===== config.mk =====
export PLATFORM = sky130hd
export DESIGN_NAME = plds_shade
export DESIGN_NICKNAME = d
export VERILOG_FILES = /design/src/hw/rtl/plds_pkg.sv /design/src/hw/rtl/plds_shade.sv
export SDC_FILE = /design/constraint.sdc
export NUM_CORES = 2
export LEC_CHECK = 0
export ABC_AREA = 1
export BUFFER_PORTS_ARGS = -buffer_cell sky130_fd_sc_hd__clkbuf_2
export CAP_MARGIN = 20
export CELL_PAD_IN_SITES_DETAIL_PLACEMENT = 0
export CELL_PAD_IN_SITES_GLOBAL_PLACEMENT = 1
export CORE_ASPECT_RATIO = 1.25
export CORE_MARGIN = 3
export CORE_UTILIZATION = 30
export CTS_CLUSTER_SIZE = 14
export DETAILED_ROUTE_END_ITERATION = 12
export PLACE_DENSITY_LB_ADDON = 0.12
export SETUP_SLACK_MARGIN = 0.4
export SLEW_MARGIN = 20
export SYNTH_ARGS = -nofsm -noshare
export SYNTH_HDL_FRONTEND = slang
export SYNTH_SLANG_ARGS = --single-unit

===== constraint.sdc =====
create_clock -name clk -period 5.3 [get_ports clk]
set_input_delay 0.265 -clock clk [delete_from_list [all_inputs] [get_ports clk]]
set_output_delay 0.265 -clock clk [all_outputs]
set_load 0.01 [all_outputs]

===== src/hw/rtl/plds_pkg.sv =====
package plds_pkg;

    // Field widths at the ports.
    localparam int COORD_W    = 32;
    localparam int NORM_W     = 16;
    localparam int SUM_W      = 32;
    localparam int COEF_W     = 32;
    localparam int INTEN_W    = 16;
    localparam int SF_W       = 16;
    localparam int CFG_DATA_W = 48;
    localparam int CFG_IDX_W  = 3;

    // Fractional bits of the fixed-point formats.
    localparam int Q16_FRAC = 16;
    localparam int Q15_FRAC = 15;
    localparam int Q8_FRAC  = 8;

    // Geometry: light vector, half-precision squares and the normal product.
    localparam int DIFF_W      = COORD_W + 1;
    localparam int HALF_W      = DIFF_W - 1;
    localparam int SQ_W        = 2 * HALF_W;
    localparam int PROD_W      = NORM_W + DIFF_W;
    localparam int NDOT_W      = PROD_W + 1;
    localparam int SQRT_STAGES = SQ_W / 2;
    localparam int DIST_W      = SQRT_STAGES + 1;

    // Attenuation terms saturate at 2^40.
    localparam int ATT_CAP_W = 41;
    localparam logic [ATT_CAP_W-1:0] ATT_CAP = 41'h100_0000_0000;
    localparam int DENOM_W = ATT_CAP_W + 1;

    // Shared restoring divider: both quotients are known to stay below 2^21.
    localparam int DIV_N_W   = NDOT_W;
    localparam int DIV_D_W   = DENOM_W;
    localparam int DIV_Q_W   = 21;
    localparam int DIV_CMP_W = DIV_D_W + DIV_Q_W - 1;
    localparam logic [DIV_N_W-1:0] ATT_NUM = DIV_N_W'(64'h1_0000_0000);

    // Shading arithmetic.
    localparam int ATT_W     = 17;
    localparam int K_W       = 23;
    localparam int CONTRIB_W = 31;
    localparam logic [ATT_W-1:0] ONE_Q16 = 17'h1_0000;
    localparam logic [SF_W-1:0]  ONE_Q15 = 16'h8000;

    // Register indexes of the configuration port.
    typedef enum logic [CFG_IDX_W-1:0] {
        CFG_INTENSITY,
        CFG_POS_X,
        CFG_POS_Y,
        CFG_POS_Z,
        CFG_SHADOW,
        CFG_ATT_C,
        CFG_ATT_L,
        CFG_ATT_Q
    } cfg_idx_t;

    typedef struct packed {
        logic [CFG_DATA_W-1:0]     intensity;
        logic signed [COORD_W-1:0] pos_x;
        logic signed [COORD_W-1:0] pos_y;
        logic signed [COORD_W-1:0] pos_z;
        logic [SF_W-1:0]           shadow;
        logic [COEF_W-1:0]         att_c;
        logic [COEF_W-1:0]         att_l;
        logic [COEF_W-1:0]         att_q;
    } cfg_t;

    // Fields carried unchanged from input to the final stage.
    typedef struct packed {
        logic             obs_hit;
        logic [SUM_W-1:0] obs_dist;
        logic [SUM_W-1:0] sum_r;
        logic [SUM_W-1:0] sum_g;
        logic [SUM_W-1:0] sum_b;
    } item_t;

    typedef struct packed {
        item_t                    item;
        logic signed [NDOT_W-1:0] ndot;
    } geo_t;

    typedef struct packed {
        item_t                    item;
        logic signed [NDOT_W-1:0] ndot;
        logic [DIST_W-1:0]        light_dist;
    } dist_t;

    typedef struct packed {
        item_t             item;
        logic              facing;
        logic              att_one;
        logic [DIST_W-1:0] light_dist;
    } divs_t;

    typedef struct packed {
        divs_t              side;
        logic [DIV_Q_W-1:0] lam;
        logic [DIV_Q_W-1:0] att_q;
    } quot_t;

endpackage


===== src/hw/rtl/plds_shade.sv =====
module plds_shade (
    input  logic                       clk,
    input  logic                       rst_n,
    input  logic                       adv,
    input  logic                       in_valid,
    input  plds_pkg::quot_t            quot,
    input  plds_pkg::cfg_t             cfg,
    output logic                       out_valid,
    output logic [plds_pkg::SUM_W-1:0] sum_out_r,
    output logic [plds_pkg::SUM_W-1:0] sum_out_g,
    output logic [plds_pkg::SUM_W-1:0] sum_out_b,
    output logic                       facing_light,
    output logic                       in_shadow,
    output logic                       saturated
);
    import plds_pkg::*;

    localparam int KP_W = ATT_W + DIV_Q_W;
    localparam int SP_W = K_W + SF_W;
    localparam int CP_W = K_W + INTEN_W;
    localparam int S_W  = SUM_W + 1;

    logic [3:0] v_reg;

    logic [ATT_W-1:0]   att;
    logic [KP_W-1:0]    kp;
    logic [K_W-1:0]     k1_next;
    logic [K_W-1:0]     k1_reg;
    logic               sh_next;
    logic               sh1_reg;
    divs_t              side1_reg;

    logic [SP_W-1:0]    sp;
    logic [K_W-1:0]     k2_next;
    logic [K_W-1:0]     k2_reg;
    logic               sh2_reg;
    divs_t              side2_reg;

    logic [INTEN_W-1:0]   inten [3];
    logic [CP_W-1:0]      cp    [3];
    logic [CONTRIB_W-1:0] c_next [3];
    logic [CONTRIB_W-1:0] c_reg  [3];
    logic                 sh3_reg;
    divs_t                side3_reg;

    logic [SUM_W-1:0] sum_in [3];
    logic [S_W-1:0]   s      [3];
    logic [SUM_W-1:0] so_next [3];
    logic [SUM_W-1:0] so_reg  [3];
    logic             sat_next;
    logic             sat_reg;
    logic             facing_reg;
    logic             sh4_reg;

    // First stage: scale the Lambert term by attenuation, decide shadowing.
    always_comb
    begin
        att     = quot.side.att_one ? ONE_Q16 : ATT_W'(quot.att_q[Q16_FRAC-1:0]);
        kp      = KP_W'(att) * KP_W'(quot.lam);
        k1_next = kp[K_W+Q15_FRAC-1:Q15_FRAC];
        sh_next = quot.side.facing && (cfg.shadow < ONE_Q15) && quot.side.item.obs_hit
                  && (quot.side.light_dist > DIST_W'(quot.side.item.obs_dist));
    end

    // Second stage: shadow factor.
    always_comb
    begin
        sp      = SP_W'(k1_reg) * SP_W'(cfg.shadow);
        k2_next = sh1_reg ? sp[K_W+Q15_FRAC-1:Q15_FRAC] : k1_reg;
    end

    // Third stage: per-channel contribution from the light colour.
    assign inten[0] = cfg.intensity[3*INTEN_W-1:2*INTEN_W];
    assign inten[1] = cfg.intensity[2*INTEN_W-1:INTEN_W];
    assign inten[2] = cfg.intensity[INTEN_W-1:0];

    always_comb
    begin
        for (int c = 0; c < 3; c++)
        begin
            cp[c]     = CP_W'(inten[c]) * CP_W'(k2_reg);
            c_next[c] = cp[c][CONTRIB_W+Q8_FRAC-1:Q8_FRAC];
        end
    end

    // Fourth stage: saturating accumulation into the output register.
    assign sum_in[0] = side3_reg.item.sum_r;
    assign sum_in[1] = side3_reg.item.sum_g;
    assign sum_in[2] = side3_reg.item.sum_b;

    always_comb
    begin
        sat_next = 1'b0;
        for (int c = 0; c < 3; c++)
        begin
            s[c] = S_W'(sum_in[c]) + (side3_reg.facing ? S_W'(c_reg[c]) : '0);
            if (s[c][S_W-1])
            begin
                so_next[c] = '1;
                sat_next   = 1'b1;
            end
            else
            begin
                so_next[c] = s[c][SUM_W-1:0];
            end
        end
    end

    always_ff @(posedge clk or negedge rst_n)
    begin
        if (!rst_n)
        begin
            v_reg <= '0;
        end
        else if (adv)
        begin
            v_reg <= {v_reg[2:0], in_valid};
        end
    end

    always_ff @(posedge clk)
    begin
        if (adv)
        begin
            k1_reg     <= k1_next;
            sh1_reg    <= sh_next;
            side1_reg  <= quot.side;
            k2_reg     <= k2_next;
            sh2_reg    <= sh1_reg;
            side2_reg  <= side1_reg;
            for (int c = 0; c < 3; c++)
            begin
                c_reg[c]  <= c_next[c];
                so_reg[c] <= so_next[c];
            end
            sh3_reg    <= sh2_reg;
            side3_reg  <= side2_reg;
            sat_reg    <= sat_next;
            facing_reg <= side3_reg.facing;
            sh4_reg    <= sh3_reg;
        end
    end

    assign out_valid    = v_reg[3];
    assign sum_out_r    = so_reg[0];
    assign sum_out_g    = so_reg[1];
    assign sum_out_b    = so_reg[2];
    assign facing_light = facing_reg;
    assign in_shadow    = sh4_reg;
    assign saturated    = sat_reg;

`ifndef ASSERT_OFF
    // Clipping and shadowing can only follow from an added contribution.
    assert property (@(posedge clk) disable iff (!rst_n)
        (v_reg[3] && sat_reg) |-> facing_reg)
        else $error("Saturation flagged on an item that added nothing.");

    assert property (@(posedge clk) disable iff (!rst_n)
        (v_reg[3] && sh4_reg) |-> facing_reg)
        else $error("Shadow flagged on an item that added nothing.");
`endif

endmodule


==> flow_summary.json <==
{
  "synth_warnings": 0,
  "hold_viol": 0,
  "drv_slew": 0,
  "max_freq_mhz": 171.5,
  "synth-xor-area-share_pct": 1.323,
  "crit_fanout": 6,
  "gr-total-overflow": 0,
  "netlist_instances": 10600,
  "synthFlopType": "edfxtp_1",
  "cts.sinks": 536,
  "dieHeight_um": 604.8,
  "synth-simple-area-share_pct": 18.23,
  "start_kind": "register",
  "synth_top_family_by_area": "adder cells",
  "drive_gt1_share_pct": 25.45,
  "nets": 14640,
  "design.core.area_mm2": 0.2850,
  "synth_area_leaders": "fa_1, edfxtp_1, nand2_1, inv_1, ha_1",
  "drc": 0,
  "clock_latency_ps": 730,
  "vias": 71520,
  "multi_input_area_mm2": 0.06416,
  "synth_top_area_share_pct": 33.69,
  "synth_common_cells": "nand2_1, inv_1, fa_1",
  "cts_made_buffers": 58,
  "required_ps": 5740,
  "finalCriticalPeriod_ps": 5832,
  "synth_top_area_cell": "fa_1",
  "fp.dieW_um": 485.0,
  "yosysUniqueCellTypes": 53,
  "ant_nets": 0,
  "place_hpwl_um": 241900,
  "fillCellCount": 29160,
  "crit_slowest_cell": "fa_1",
  "grt_pass1_wl_um": 447500,
  "synth.area.mux_share_pct": 0.02617,
  "grt_start_max_net_pins": 160,
  "setup_tns_ps": -38450,
  "yosysMostFrequentCell": "nand2_1",
  "numPortBuffers": 368,
  "routed_via_density": 4.508,
  "core.rowCount": 219,
  "synth_adder_area_share_pct": 43.33,
  "dr.first_iter.drc_count": 3312,
  "wl_um": 297000,
  "dieArea_mm2": 0.2933,
  "status": "complete, but fails checks",
  "wire_per_inst_um": 18.72,
  "synthArstFlopShare_pct": 0.7463,
  "cts_tree": "yes",
  "grt_pass1_vias": 77410,
  "synth_area_mm2": 0.08604,
  "relSlewSlack_pct": 36.20,
  "first_pass_iters": 5,
  "final-seq-area_mm2": 0.01608,
  "cpMostUsedCell": "fa_1",
  "worstSetupPathType": "register to register",
  "crit_path_max_incr_delay_ps": 550,
  "rsz0062_at_grt": "true",
  "syn-num-nets": 13180,
  "cap_violations": 0,
  "synth-edff-count": 532,
  "htreeDepth": 2,
  "cts_buffer_depth": 3,
  "final-setup-viol-count": 109,
  "cts.clk_slew.worst_paths_ps": 70,
  "yosysSeqAreaShare_pct": 18.68,
  "ys_seq_elements": 536,
  "syn2layout_area_growth_pct": 31.70,
  "initial_utilization_pct": 30.19,
  "tightest_slew_ps": 956.9,
  "synth_compound_area_share_pct": 4.150,
  "setup_slack_ps": -532.0,
  "io_pins": 566,
  "finalClockSkew_ps": 47.20,
  "routabilityCongestion": 0.8897,
  "root_buffer": "clkbuf_16",
  "track_usage_pct": 19.67,
  "hp-class": "input port to register",
  "violations": "negative setup slack",
  "end_kind": "register",
  "syn_avg_cell_area_um2": 8.116,
  "antenna_found_initial": 16,
  "period_share_pct": 110.0,
  "crit_arrival_ps": 6270
}
## layout by cell type (no fill, tap or decap), types with 31 or more instances in the layout
master         synthesis  final
o21ai_0              160     82
dlygate4sd3_1          0    101
inv_1               2880   2647
clkbuf_2               0    366
nand4_1               40     40
nand2_4                2    123
edfxtp_1             532    532
buf_6                  7    131
ha_4                   0    107
o21ai_2                6     40
clkbuf_16              0     76
o21ai_1               15     43
a21oi_1              302    180
a21oi_2                1     71
a21o_1                32     31
nand3_2               18     59
o21bai_1              58     44
fa_1                1448   1372
xor2_1               102     82
nand2_2               15    238
nor2_1               562    390
nor2_2                 1     64
nor2_4                 0    109
buf_12                 0    159
fa_2                   0     76
nand3_1              266    217
ha_1                 663    548
nand2_1             2911   2555
buf_4                  1    953
inv_2                  2    226
a21oi_4                1     53
## worst max-delay path, delay by kind of cell, from the launching register on
family / cells / cell delay [ps]
DFF: 1 / 420
adders and majority gates: 7 / 3200
buffers and inverters: 11 / 1080
and+or+nand+nor: 6 / 410
xor gates and xnor gates: 1 / 170
AOI/OAI and AO/OA: 1 / 240
## what timing repair did
action                                  in CTS  in global routing
endpoints found under the hold margin      103                  0
hold buffers                               101                  0
pin swaps                                   71                598
endpoints found under the setup margin     139                139
resized for setup                          306               1441
buffers inserted                            26                166
gates cloned                                 6                 19
## final timing paths
kind	startpoint	to	slack, ps	cells after the start
worst max-delay path	k2_reg[13]	c_reg[0][87]	-530	26
worst min-delay path	quot[74]	sh1_reg	80	7
min in group asynchronous	rst_n	v_reg[3]	450	3
worst max register to register	k2_reg[13]	c_reg[0][87]	-530	26
worst min register to register	side2_reg[50]	side3_reg[50]	410	0
max in group asynchronous	rst_n	v_reg[0]	4670	3
## routing by layer
layer,vias up,wire (µm),track usage [%]
met5,-,9,0
li1,34050,-,-
met3,319,9085,1.272
met1,35920,124900,24.64
met2,1237,153700,36.37
met4,2,9300,5.381
## final cells by class
| type | instances | area share [%] |
|---|---|---|
| well taps | 3757 | 4.148 |
| clock inverters | 36 | 0.3511 |
| inverters | 2894 | 9.635 |
| repair buffers | 1751 | 13.72 |
| diodes | 5 | 0.01104 |
| clock buffers | 70 | 1.321 |
| flip-flops and latches | 536 | 14.19 |
| multi-input cells | 6817 | 56.62 |
## kinds of logic (layout without fill, tap and decap cells)
family                   count (synthesis)  count (layout)
buffers and inverters                 3248            4751
XOR/XNOR                               130             130
flip-flops                             536             536
AO/OA/AOI/OAI                          634             634
other                                    0               5
multiplexers                             2               2
adder cells (fa/ha/maj)               2111            2111
AND/OR/NAND/NOR                       3940            3940
## through the flow
| step | setup WS, ps | utilization, % | area, µm² | instances | hold WS, ps |
|---|---|---|---|---|---|
| 6_report | -532.0 | 39.76 | 113300 | 15870 | 81.95 |
| 4_1_cts | -595.1 | 37.27 | 106200 | 15680 | 14.88 |
| 3_3_place_gp | -718.3 | 35.67 | 101600 | 15440 | 73.09 |
| 2_1_floorplan | -34.52 | - | 87640 | 10600 | -30.59 |
| 5_1_grt | -729.4 | 39.76 | 113300 | 15870 | 55.28 |
| 3_5_place_dp | -714.4 | 35.67 | 101600 | 15440 | 78.02 |
Power is left out: the tool's default activity adds up to more than one toggle a clock period on the data nets, which glitch-free logic cannot reach.
